===== src/rtl/codepoint_to_utf8_bytes_defines.svh =====
// Assertion macros for the code point to UTF-8 encoder.
`ifndef CODEPOINT_TO_UTF8_BYTES_DEFINES_SVH
`define CODEPOINT_TO_UTF8_BYTES_DEFINES_SVH

// Same-cycle implication, disabled during reset.
`define C2U8_ASSERT_NOW(label, clk, rst_n, ante, cons) \
  label: assert property (@(posedge clk) disable iff (!rst_n) (ante) |-> (cons)) \
    else $error("c2u8 check failed");

// Next-cycle implication, disabled during reset.
`define C2U8_ASSERT_NEXT(label, clk, rst_n, ante, cons) \
  label: assert property (@(posedge clk) disable iff (!rst_n) (ante) |=> (cons)) \
    else $error("c2u8 check failed");

`endif


===== src/rtl/c2u8_pkg.sv =====
// Shared types and constants for the code point to UTF-8 encoder.
`timescale 1ns / 1ps
package c2u8_pkg;

  localparam int CP_W    = 21;
  localparam int BYTE_W  = 8;
  localparam int MAX_LEN = 6;
  localparam int IDX_W   = 3;
  localparam int MODE_W  = 2;

  localparam int MODE_NUL_BIT  = 0;
  localparam int MODE_CESU_BIT = 1;

  localparam logic [CP_W-1:0] LIMIT_1B   = 21'd128;
  localparam logic [CP_W-1:0] LIMIT_2B   = 21'd2048;
  localparam logic [CP_W-1:0] LIMIT_3B   = 21'd65536;
  localparam logic [CP_W-1:0] SUPP_BASE  = 21'h10000;

  localparam logic [BYTE_W-1:0] LEAD_2B  = 8'hC0;
  localparam logic [BYTE_W-1:0] LEAD_3B  = 8'hE0;
  localparam logic [BYTE_W-1:0] LEAD_4B  = 8'hF0;
  localparam logic [BYTE_W-1:0] CONT     = 8'h80;
  localparam logic [BYTE_W-1:0] SURR_LD  = 8'hED;
  localparam logic [BYTE_W-1:0] SURR_HI  = 8'hA0;
  localparam logic [BYTE_W-1:0] SURR_LO  = 8'hB0;

  // Register byte addresses (bit 2 selects the register slot).
  localparam logic REG_MODE_SLOT = 1'b0;

  typedef struct packed {
    logic [MAX_LEN-1:0][BYTE_W-1:0] bytes;
    logic [IDX_W-1:0]               last_idx;
  } seq_t;

endpackage


===== src/rtl/c2u8_enc.sv =====
// Input register stage: encodes one code point into a byte sequence.
`timescale 1ns / 1ps
module c2u8_enc (
  input  logic                        clk,
  input  logic                        rst_n,
  input  logic [c2u8_pkg::MODE_W-1:0] mode,
  input  logic                        in_valid,
  output logic                        in_ready,
  input  logic [c2u8_pkg::CP_W-1:0]   in_code_point,
  output logic                        seq_valid,
  input  logic                        seq_ready,
  output c2u8_pkg::seq_t              seq
);
  import c2u8_pkg::*;

  logic             seq_valid_r;
  seq_t             seq_r;
  seq_t             seq_nxt;
  logic [CP_W-1:0]  v;

  assign in_ready  = !seq_valid_r || seq_ready;
  assign seq_valid = seq_valid_r;
  assign seq       = seq_r;

  always_comb begin
    v = in_code_point - SUPP_BASE;
    seq_nxt = '0;
    if (mode[MODE_NUL_BIT] && in_code_point == '0) begin
      seq_nxt.bytes[0] = LEAD_2B;
      seq_nxt.bytes[1] = CONT;
      seq_nxt.last_idx = 3'd1;
    end else if (in_code_point < LIMIT_1B) begin
      seq_nxt.bytes[0] = {1'b0, in_code_point[6:0]};
      seq_nxt.last_idx = 3'd0;
    end else if (in_code_point < LIMIT_2B) begin
      seq_nxt.bytes[0] = LEAD_2B | {3'b000, in_code_point[10:6]};
      seq_nxt.bytes[1] = CONT | {2'b00, in_code_point[5:0]};
      seq_nxt.last_idx = 3'd1;
    end else if (in_code_point < LIMIT_3B) begin
      seq_nxt.bytes[0] = LEAD_3B | {4'b0000, in_code_point[15:12]};
      seq_nxt.bytes[1] = CONT | {2'b00, in_code_point[11:6]};
      seq_nxt.bytes[2] = CONT | {2'b00, in_code_point[5:0]};
      seq_nxt.last_idx = 3'd2;
    end else if (mode[MODE_CESU_BIT]) begin
      seq_nxt.bytes[0] = SURR_LD;
      seq_nxt.bytes[1] = SURR_HI | {4'b0000, v[19:16]};
      seq_nxt.bytes[2] = CONT | {2'b00, v[15:10]};
      seq_nxt.bytes[3] = SURR_LD;
      seq_nxt.bytes[4] = SURR_LO | {4'b0000, v[9:6]};
      seq_nxt.bytes[5] = CONT | {2'b00, v[5:0]};
      seq_nxt.last_idx = 3'd5;
    end else begin
      seq_nxt.bytes[0] = LEAD_4B | {5'b00000, in_code_point[20:18]};
      seq_nxt.bytes[1] = CONT | {2'b00, in_code_point[17:12]};
      seq_nxt.bytes[2] = CONT | {2'b00, in_code_point[11:6]};
      seq_nxt.bytes[3] = CONT | {2'b00, in_code_point[5:0]};
      seq_nxt.last_idx = 3'd3;
    end
  end

  always_ff @(posedge clk) begin
    if (!rst_n) begin
      seq_valid_r <= 1'b0;
    end else if (in_valid && in_ready) begin
      seq_valid_r <= 1'b1;
    end else if (seq_ready) begin
      seq_valid_r <= 1'b0;
    end
  end

  always_ff @(posedge clk) begin
    if (in_valid && in_ready) begin
      seq_r <= seq_nxt;
    end
  end

endmodule


===== src/rtl/c2u8_ser.sv =====
// Output serializer: emits one byte of a held sequence per word.
`timescale 1ns / 1ps
module c2u8_ser (
  input  logic                          clk,
  input  logic                          rst_n,
  input  logic                          seq_valid,
  output logic                          seq_ready,
  input  c2u8_pkg::seq_t                seq,
  output logic                          out_valid,
  input  logic                          out_ready,
  output logic [c2u8_pkg::BYTE_W-1:0]   out_byte,
  output logic                          out_last_byte
);
  import c2u8_pkg::*;

  logic              act_r;
  seq_t              hold_r;
  logic [IDX_W-1:0]  idx_r;
  logic              last;

  assign last          = (idx_r == hold_r.last_idx);
  assign out_valid     = act_r;
  assign out_byte      = hold_r.bytes[idx_r];
  assign out_last_byte = last;
  assign seq_ready     = !act_r || (out_ready && last);

  always_ff @(posedge clk) begin
    if (!rst_n) begin
      act_r <= 1'b0;
      idx_r <= '0;
    end else if (seq_valid && seq_ready) begin
      act_r <= 1'b1;
      idx_r <= '0;
    end else if (act_r && out_ready) begin
      if (last) begin
        act_r <= 1'b0;
      end else begin
        idx_r <= idx_r + 3'd1;
      end
    end
  end

  always_ff @(posedge clk) begin
    if (seq_valid && seq_ready) begin
      hold_r <= seq;
    end
  end

endmodule


===== src/rtl/codepoint_to_utf8_bytes.sv =====
// Path: a code point is registered in the encode register, then held in the serializer.
// Throughput: one code point per cycle for 1-byte sequences while out_ready stays high;
//   longer sequences wait on the output serializer emitting one byte a word.
// A second encoded word waits in the encode register while the serializer drains.
// Reset: synchronous, active low; clears both stages and sets mode_r to 0.
`timescale 1ns / 1ps
`include "codepoint_to_utf8_bytes_defines.svh"
module codepoint_to_utf8_bytes (
  input  logic                          clk,
  input  logic                          rst_n,
  input  logic                          cfg_psel,
  input  logic                          cfg_penable,
  input  logic                          cfg_pwrite,
  input  logic [2:0]                    cfg_paddr,
  input  logic [31:0]                   cfg_pwdata,
  output logic [31:0]                   cfg_prdata,
  output logic                          cfg_pready,
  input  logic                          in_valid,
  output logic                          in_ready,
  input  logic [c2u8_pkg::CP_W-1:0]     in_code_point,
  output logic                          out_valid,
  input  logic                          out_ready,
  output logic [c2u8_pkg::BYTE_W-1:0]   out_byte,
  output logic                          out_last_byte
);
  import c2u8_pkg::*;

  logic [MODE_W-1:0] mode_r;
  logic              seq_valid;
  logic              seq_ready;
  seq_t              seq;

  assign cfg_pready = 1'b1;
  assign cfg_prdata = (cfg_paddr[2] == REG_MODE_SLOT) ? {30'd0, mode_r} : 32'd0;

  always_ff @(posedge clk) begin
    if (!rst_n) begin
      mode_r <= '0;
    end else if (cfg_psel && cfg_penable && cfg_pwrite && cfg_pready
                 && cfg_paddr[2] == REG_MODE_SLOT) begin
      mode_r <= cfg_pwdata[MODE_W-1:0];
    end
  end

  c2u8_enc u_enc (
    .clk           (clk),
    .rst_n         (rst_n),
    .mode          (mode_r),
    .in_valid      (in_valid),
    .in_ready      (in_ready),
    .in_code_point (in_code_point),
    .seq_valid     (seq_valid),
    .seq_ready     (seq_ready),
    .seq           (seq)
  );

  c2u8_ser u_ser (
    .clk           (clk),
    .rst_n         (rst_n),
    .seq_valid     (seq_valid),
    .seq_ready     (seq_ready),
    .seq           (seq),
    .out_valid     (out_valid),
    .out_ready     (out_ready),
    .out_byte      (out_byte),
    .out_last_byte (out_last_byte)
  );

  // input only stalls behind a pending output word
  `C2U8_ASSERT_NOW(a_stall_has_out, clk, rst_n, !in_ready, out_valid)
  `C2U8_ASSERT_NOW(a_seq_wait_has_out, clk, rst_n, seq_valid && !seq_ready, out_valid)
  // a sequence keeps going until its last byte
  `C2U8_ASSERT_NEXT(a_seq_continues, clk, rst_n, out_valid && out_ready && !out_last_byte,
                    out_valid)
  `C2U8_ASSERT_NEXT(a_drain_empty, clk, rst_n,
                    out_valid && out_ready && out_last_byte && !seq_valid, !out_valid)

endmodule


===== config.mk =====
export PLATFORM = sky130hd
export DESIGN_NAME = codepoint_to_utf8_bytes
export DESIGN_NICKNAME = d
export VERILOG_FILES = /design/src/rtl/c2u8_pkg.sv /design/src/rtl/c2u8_enc.sv /design/src/rtl/c2u8_ser.sv /design/src/rtl/codepoint_to_utf8_bytes.sv
export VERILOG_INCLUDE_DIRS = /design/src /design/src/rtl
export SDC_FILE = /design/constraint.sdc
export NUM_CORES = 1
export LEC_CHECK = 0
export BUFFER_PORTS_ARGS = -buffer_cell sky130_fd_sc_hd__buf_2
export CORE_MARGIN = 2
export CORE_UTILIZATION = 45
export CTS_BUF_LIST = sky130_fd_sc_hd__clkbuf_4 sky130_fd_sc_hd__clkbuf_8
export CTS_CLUSTER_SIZE = 28
export DETAILED_ROUTE_END_ITERATION = 7
export PLACE_DENSITY_LB_ADDON = 0.25
export SYNTH_ARGS = -nofsm -noshare
export SYNTH_HDL_FRONTEND = slang
export SYNTH_SLANG_ARGS = --single-unit

===== constraint.sdc =====
create_clock -name clk -period 4.2 [get_ports clk]
set_clock_uncertainty 0.05 [all_clocks]
set_input_delay 0.21 -clock clk [delete_from_list [all_inputs] [get_ports clk]]
set_output_delay 0.21 -clock clk [all_outputs]
set_load 0.03 [all_outputs]

==> flow_metrics.env, run 1 <==
export IMPL_synthAdderAreaFrac=0.008741
export IMPL_grt_pass1_wl_um=12830
export IMPL_antenna_found_initial=0
export IMPL_drt_iter0_drc=180
export IMPL_setup_violations_final=0
export IMPL_cts_hold_buf=0
export IMPL_yosys_cell_count_top_type="edfxtp_1"
export IMPL_nFillCells=817
export IMPL_area_growth_pct=10.78
export IMPL_post_cts_setup_buffers=0
export IMPL_nNetsFinal=442
export IMPL_dr_pass1_iters=4
export IMPL_maxSlewViolCount=0
export IMPL_numCtsBuffers=9
export IMPL_hp_class="in2reg"
export IMPL_io_pin_count=107
export IMPL_vdd_drop_max_mv=0.1856
export IMPL_final_min_clock_period_ns=2.811
export IMPL_critPathMaxFanout=26
export IMPL_yosysSeqAreaShare=0.6061
export IMPL_root_buffer="clkbuf_8"
export IMPL_startpoint_type="register"
export IMPL_max_slew_margin=0.4537
export IMPL_synthFlopType="edfxtp_1"
export IMPL_p_leak_uw=0.001686
export IMPL_clock_latency_ns=0.34
export IMPL_final_area_um2=4757
export IMPL_wl_um=7995
export IMPL_drive_gt1_frac=0.2283
export IMPL_maxCapViolCount=0
export IMPL_ant_nets=0
export IMPL_synth_top_family_by_area="simple AND/OR/NAND/NOR gates"
export IMPL_drc=0
export IMPL_synth_compound_gate_area_share=0.09411
export IMPL_dieWidth_um=101.7
export IMPL_reg2reg_depth=4
export IMPL_rows=35
export IMPL_dp_hpwl_um=5648
export IMPL_status="finished clean"
export IMPL_syn_area_um2=4294
export IMPL_netlist_cell_type_count=54
export IMPL_final_core_util=0.5148
export IMPL_power_density_nw_per_um2=386.4
export IMPL_reg2reg_from="u_ser.idx_r[1]$_SDFFE_PP0P_"
export IMPL_rrSetupSlack_ns=1.39
export IMPL_setup_slack_ns=1.389
export IMPL_dp_cells=494
export IMPL_timing_final_crit_share=0.6693
export IMPL_num_vias=2641
export IMPL_cts_tree="yes"
export IMPL_setup_worst_path_start="u_ser.idx_r[1]$_SDFFE_PP0P_"
export IMPL_critical_path_class="reg2reg"
export IMPL_place_congestion=0.8633
export IMPL_synth_area_leaders="edfxtp_1, buf_4, dfxtp_1"
export IMPL_worstHoldStart="cfg_pwdata[0]"
export IMPL_coreArea_um2=9240
export IMPL_fmax_mhz=355.8
export IMPL_async_reset_ff_frac=0
export IMPL_initial_utilization=0.4647
export IMPL_pre_cts_ws_ns=1.385
export IMPL_synth_top_cell_by_area="edfxtp_1"
export IMPL_routedWlPerCell_um=15.68
export IMPL_port_buffers=43
export IMPL_ys_warn_count=0
export IMPL_clkTransAtPathRegs_ns=0.09
export IMPL_cp_end_kind="register"
export IMPL_synth_xor_area_share=0.01224
export IMPL_synthSimpleGateAreaFrac=0.1270
export IMPL_yosys_area_top_type_share=0.5734
export IMPL_clockBufferDepth=2
export IMPL_die_area_um2=10340
export IMPL_ys_ff_latch=89
export IMPL_ys_top_cells_by_count="edfxtp_1, buf_4, nor2_1"
export IMPL_viasPerCell=5.178
export IMPL_gr_usage_all_layers=0.1628
export IMPL_fin_cells=510
export IMPL_finalHoldViolCount=0
export IMPL_cts_max_level=3
export IMPL_post_cts_resize_count=0
export IMPL_antenna_cells=0
export IMPL_cts_sinks=89
export IMPL_grt_pass1_vias=2501
export IMPL_avgSynthCellArea_um2=12.93
export IMPL_synth_edf_count=82
export IMPL_critPathRequiredTime_ns=4.16
export IMPL_overflow=0
export IMPL_hold_path_depth=3
export IMPL_cp_arrival_ns=2.78
export IMPL_tightest_slew_ns=0.8174
export IMPL_fin_setup_tns_ns=0
export IMPL_yosys_mux_area_fraction=0.06672
export IMPL_syn_inst=332
export IMPL_dieHeight_um=101.7
export IMPL_place_area_um2=4538
export IMPL_grt_setup_unrepaired="no"
export IMPL_grt_max_degree=27
final timing paths:
path | end
setup / recovery | u_enc.seq[5]$_SDFFCE_PP0P_
hold / removal | mode_r[0]$_SDFFE_PN0P_
setup reg to reg | u_enc.seq[5]$_SDFFCE_PP0P_
hold reg to reg | u_ser.hold_r[43]$_DFFE_PP_
flip-flops by register name, indices dropped and copies added (netlist names):
name,flops
mode_r,2
u_enc.seq,41
u_enc.seq_valid,1
u_ser.hold_r,41
u_ser.idx_r,3
u_ser.out_valid,1
layer usage:
| layer | GRT usage | vias up | share of wire |
|---|---|---|---|
| met4 | 0.05821 | 0 | 0.018 |
| met3 | 0.03382 | 15 | 0.055 |
| met1 | 0.2279 | 1246 | 0.46 |
| met5 | 0 | - | 0 |
| met2 | 0.2530 | 120 | 0.46 |
| li1 | - | 1260 | - |
critical path: stages, from the launching register on:
cell and delay, ns:
dfxtp_1 0.77, xnor2_1 0.24, nand4_1 0.33, a31oi_4 0.64, buf_4 0.43
layout by cell type (no fill, tap or decap), drive strengths merged, types with 11 or more instances in the layout:
| master | n |
|---|---|
| inv | 14 |
| nor2 | 27 |
| a211oi | 13 |
| buf | 48 |
| conb | 31 |
| edfxtp | 82 |
| clkbuf | 11 |
| mux2i | 14 |
| nand2 | 17 |
| a21oi | 14 |
through the flow:
step / hold slack (ns) / total power, µW
floorplan: 0.2882 / 1196
CTS: 0.05016 / 1858
finish: 0.06423 / 1838
detailed placement: 0.3545 / 1235
global route: 0.07015 / 1906
global placement: 0.3507 / 1230
logic make-up (layout without fill, tap and decap cells):
group,count (synthesis),count (layout)
buffers and inverters,58,78
muxes,21,21
other,2,31
AOI/OAI and AO/OA,57,57
xor gates and xnor gates,6,6
DFF,89,89
adders and majority gates,3,3
and+or+nand+nor,96,96
where the power goes:
group	leakage [µW]	switching [µW]	total, µW	internal [µW]
clock network	0.000108	276	624	348
registers	0.000815	14.3	1030	1020
logic	0.000763	131	185	54.5
total	0.00169	421	1840	1420
cell type report:
class / instances / area [µm²] / area share
flip-flops and latches: 89 / 2603 / 0.5471
clock buffers: 11 / 138.9 / 0.02920
repair buffers: 48 / 252.7 / 0.05313
well taps: 129 / 161.4 / 0.03393
clock inverters: 5 / 80.08 / 0.01683
multi-input cells: 214 / 1469 / 0.3088
inverters: 14 / 52.55 / 0.01105
Note: power is estimated with default switching activity, not from simulation.
==> inputs of run 2 (changes only) <==
Settings changed: ABC_AREA from default to 1.
Clock period 4.2 ns to 2.4 ns, I/O delays scaled along.
==> flow_metrics.env, run 2 <==
export IMPL_critPathRequiredTime_ns=2.23
export IMPL_place_congestion=0.9854
export IMPL_power_density_nw_per_um2=672.9
export IMPL_dr_pass1_iters=4
export IMPL_die_area_um2=10670
export IMPL_maxSlewViolCount=0
export IMPL_post_cts_setup_buffers=0
export IMPL_netlist_cell_type_count=32
export IMPL_synthFlopType="edfxtp_1"
export IMPL_port_buffers=43
export IMPL_cts_sinks=89
export IMPL_timing_final_crit_share=0.8370
export IMPL_antenna_found_initial=0
export IMPL_grt_pass1_vias=3068
export IMPL_dieWidth_um=103.3
export IMPL_syn_inst=455
export IMPL_initial_utilization=0.4583
export IMPL_overflow=0
export IMPL_critical_path_class="reg2out"
export IMPL_drive_gt1_frac=0.1744
export IMPL_final_min_clock_period_ns=2.009
export IMPL_ys_top_cells_by_count="edfxtp_1, nand2_1, nor2_1"
export IMPL_rows=36
export IMPL_path_common_cell="o21ai_0"
export IMPL_coreArea_um2=9684
export IMPL_routedWlPerCell_um=14.92
export IMPL_cts_hold_buf=6
export IMPL_synth_top_cell_by_area="edfxtp_1"
export IMPL_dieHeight_um=103.3
export IMPL_setup_violations_final=0
export IMPL_dp_cells=627
export IMPL_maxCapViolCount=0
export IMPL_post_cts_resize_count=0
export IMPL_ys_warn_count=0
export IMPL_vdd_drop_max_mv=0.4337
export IMPL_setup_worst_path_start="u_ser.idx_r[2]$_SDFFE_PP0P_"
export IMPL_antenna_cells=0
export IMPL_grt_max_degree=42
export IMPL_clock_latency_ns=0.36
export IMPL_async_reset_ff_frac=0
export IMPL_wl_um=9682
export IMPL_yosys_cell_count_top_type="edfxtp_1"
export IMPL_slowest_delay_ns=0.46
export IMPL_p_clk_frac=0.358
export IMPL_area_growth_pct=13.39
export IMPL_p_sw_uw=811.5
export IMPL_grt_setup_unrepaired="no"
export IMPL_crit_end="out_byte[0]"
export IMPL_reg2reg_from="mode_r[1]$_SDFFE_PN0P_"
export IMPL_crit_chain="clkinv_1 > nor2_1 > o21ai_0 > o21ai_0 > buf_2"
export IMPL_finalHoldViolCount=0
export IMPL_p_leak_uw=0.002096
export IMPL_yosysSeqAreaShare=0.5864
export IMPL_synth_edf_count=82
export IMPL_dp_hpwl_um=7039
export IMPL_pwr_share_seq=0.534
export IMPL_cp_end_kind="output pin"
export IMPL_synth_area_leaders="edfxtp_1, nand2_1, buf_4"
export IMPL_ant_nets=0
export IMPL_power_switching_share=0.2396
export IMPL_avgSynthCellArea_um2=9.754
export IMPL_root_buffer="clkbuf_8"
export IMPL_cts_tree="yes"
export IMPL_crit_slowest_cell="dfxtp_1"
export IMPL_status="finished clean"
export IMPL_drc=0
export IMPL_layout_commonest_cell="edfxtp_1"
export IMPL_hp_class="in2reg"
export IMPL_regToRegEndpoint="u_enc.seq[12]$_SDFFCE_PP0P_"
export IMPL_nNetsFinal=577
export IMPL_num_vias=3163
export IMPL_critPathMaxFanout=6
export IMPL_pwr_share_comb=0.108
export IMPL_reg2reg_depth=6
export IMPL_gr_usage_all_layers=0.1966
export IMPL_fmax_mhz=497.8
export IMPL_yosys_area_top_type_share=0.5548
export IMPL_syn_area_um2=4438
export IMPL_fin_setup_tns_ns=0
export IMPL_grt_pass1_wl_um=15510
export IMPL_cts_max_level=3
export IMPL_cp_arrival_ns=1.84
export IMPL_io_pin_count=107
export IMPL_fin_cells=649
export IMPL_clockBufferDepth=2
export IMPL_rrSetupSlack_ns=0.54
export IMPL_startpoint_type="register"
export IMPL_numCtsBuffers=9
export IMPL_drt_iter0_drc=240
export IMPL_viasPerCell=4.874
export IMPL_layout_common_cells="edfxtp_1, nand2_1, nor2_1"
export IMPL_ys_ff_latch=89
export IMPL_clkTransAtPathRegs_ns=0.09
export IMPL_p_int_uw=2575
run 2: cell count changes in the layout (fill, tap and decap cells not counted), sizes merged, moves of 6 or more:
cell,change
nand2,+63
nor2,+41
o21ai,+38
inv,+34
nand3,+31
mux2i,-14
a211oi,-13
and2,-10
nor2b,-7
nor3,-7
buf,+6
dlygate4sd3,+6
mux4,-6
run 2: power groups by stage:
stage / clock [µW] / sequential (µW) / combinational [µW]
after floorplan: 0 / 1840 / 274
after global placement: 0 / 1840 / 356
after detailed placement: 0 / 1850 / 359
after CTS: 1230 / 1810 / 368
after global routing: 1290 / 1820 / 405
final: 1210 / 1810 / 366
run 2: final cells by class:
type	count	area, µm²
clock buffer	9	123.9
clock inverter	7	117.6
fill	933	4652
inverter	51	192.7
multi-input combinational	300	1446
sequential	89	2603
tap	133	166.4
timing repair buffer	60	382.9
run 2: how the worst min path moves through the flow:
stage / start / end / slack (ns) / cells past startpoint
after detailed placement: in_valid / u_enc.seq_valid$_SDFFE_PN0P_ / 0.33 / 3
final: cfg_penable / mode_r[1]$_SDFFE_PN0P_ / 0.05 / 3
after CTS: cfg_pwrite / mode_r[1]$_SDFFE_PN0P_ / 0.03 / 3
after global placement: in_valid / u_enc.seq_valid$_SDFFE_PN0P_ / 0.32 / 3
after global routing: cfg_pwrite / mode_r[1]$_SDFFE_PN0P_ / 0.05 / 3
after floorplan: in_valid / u_enc.seq_valid$_SDFFE_PN0P_ / 0.20 / 2
run 2: critical path: cells and delay by family (launching register included):
family | cells | cell delay, ns
DFF | 1 | 0.46
buffers and inverters | 2 | 0.35
and+or+nand+nor | 1 | 0.34
AOI/OAI and AO/OA | 2 | 0.33
run 2: cells by family (layout without fill, tap and decap cells):
kind of cell | count (synthesis) | after routing | synth area share
AOI/OAI and AO/OA | 72 | 72 | 0.08598
xor gates and xnor gates | 3 | 3 | 0.005922
adders and majority gates | 3 | 3 | 0.008459
buffers and inverters | 95 | 127 | 0.1122
DFF | 89 | 89 | 0.5864
other | 2 | 31 | 0.001692
and+or+nand+nor | 191 | 191 | 0.1993
run 2: through the flow:
step / setup slack (ns) / util / power (µW) / cell area [µm²] / hold WS (ns)
2_1_floorplan: 0.03682 / - / 2114 / 4547 / 0.2005
3_3_place_gp: 0.5111 / 0.4885 / 2197 / 4731 / 0.3174
3_5_place_dp: 0.4948 / 0.4885 / 2204 / 4731 / 0.3299
4_1_cts: 0.3536 / 0.5196 / 3410 / 5032 / 0.02985
5_1_grt: 0.1746 / 0.5196 / 3511 / 5032 / 0.05477
6_report: 0.3912 / 0.5196 / 3386 / 5032 / 0.04924
run 2: layer usage:
layer	up-vias	track usage	wire length (µm)
met5	-	0	0
met2	95	0.3432	5009
met3	12	0.02688	421
met4	0	0.07389	161
met1	1478	0.2499	4089
li1	1578	-	-
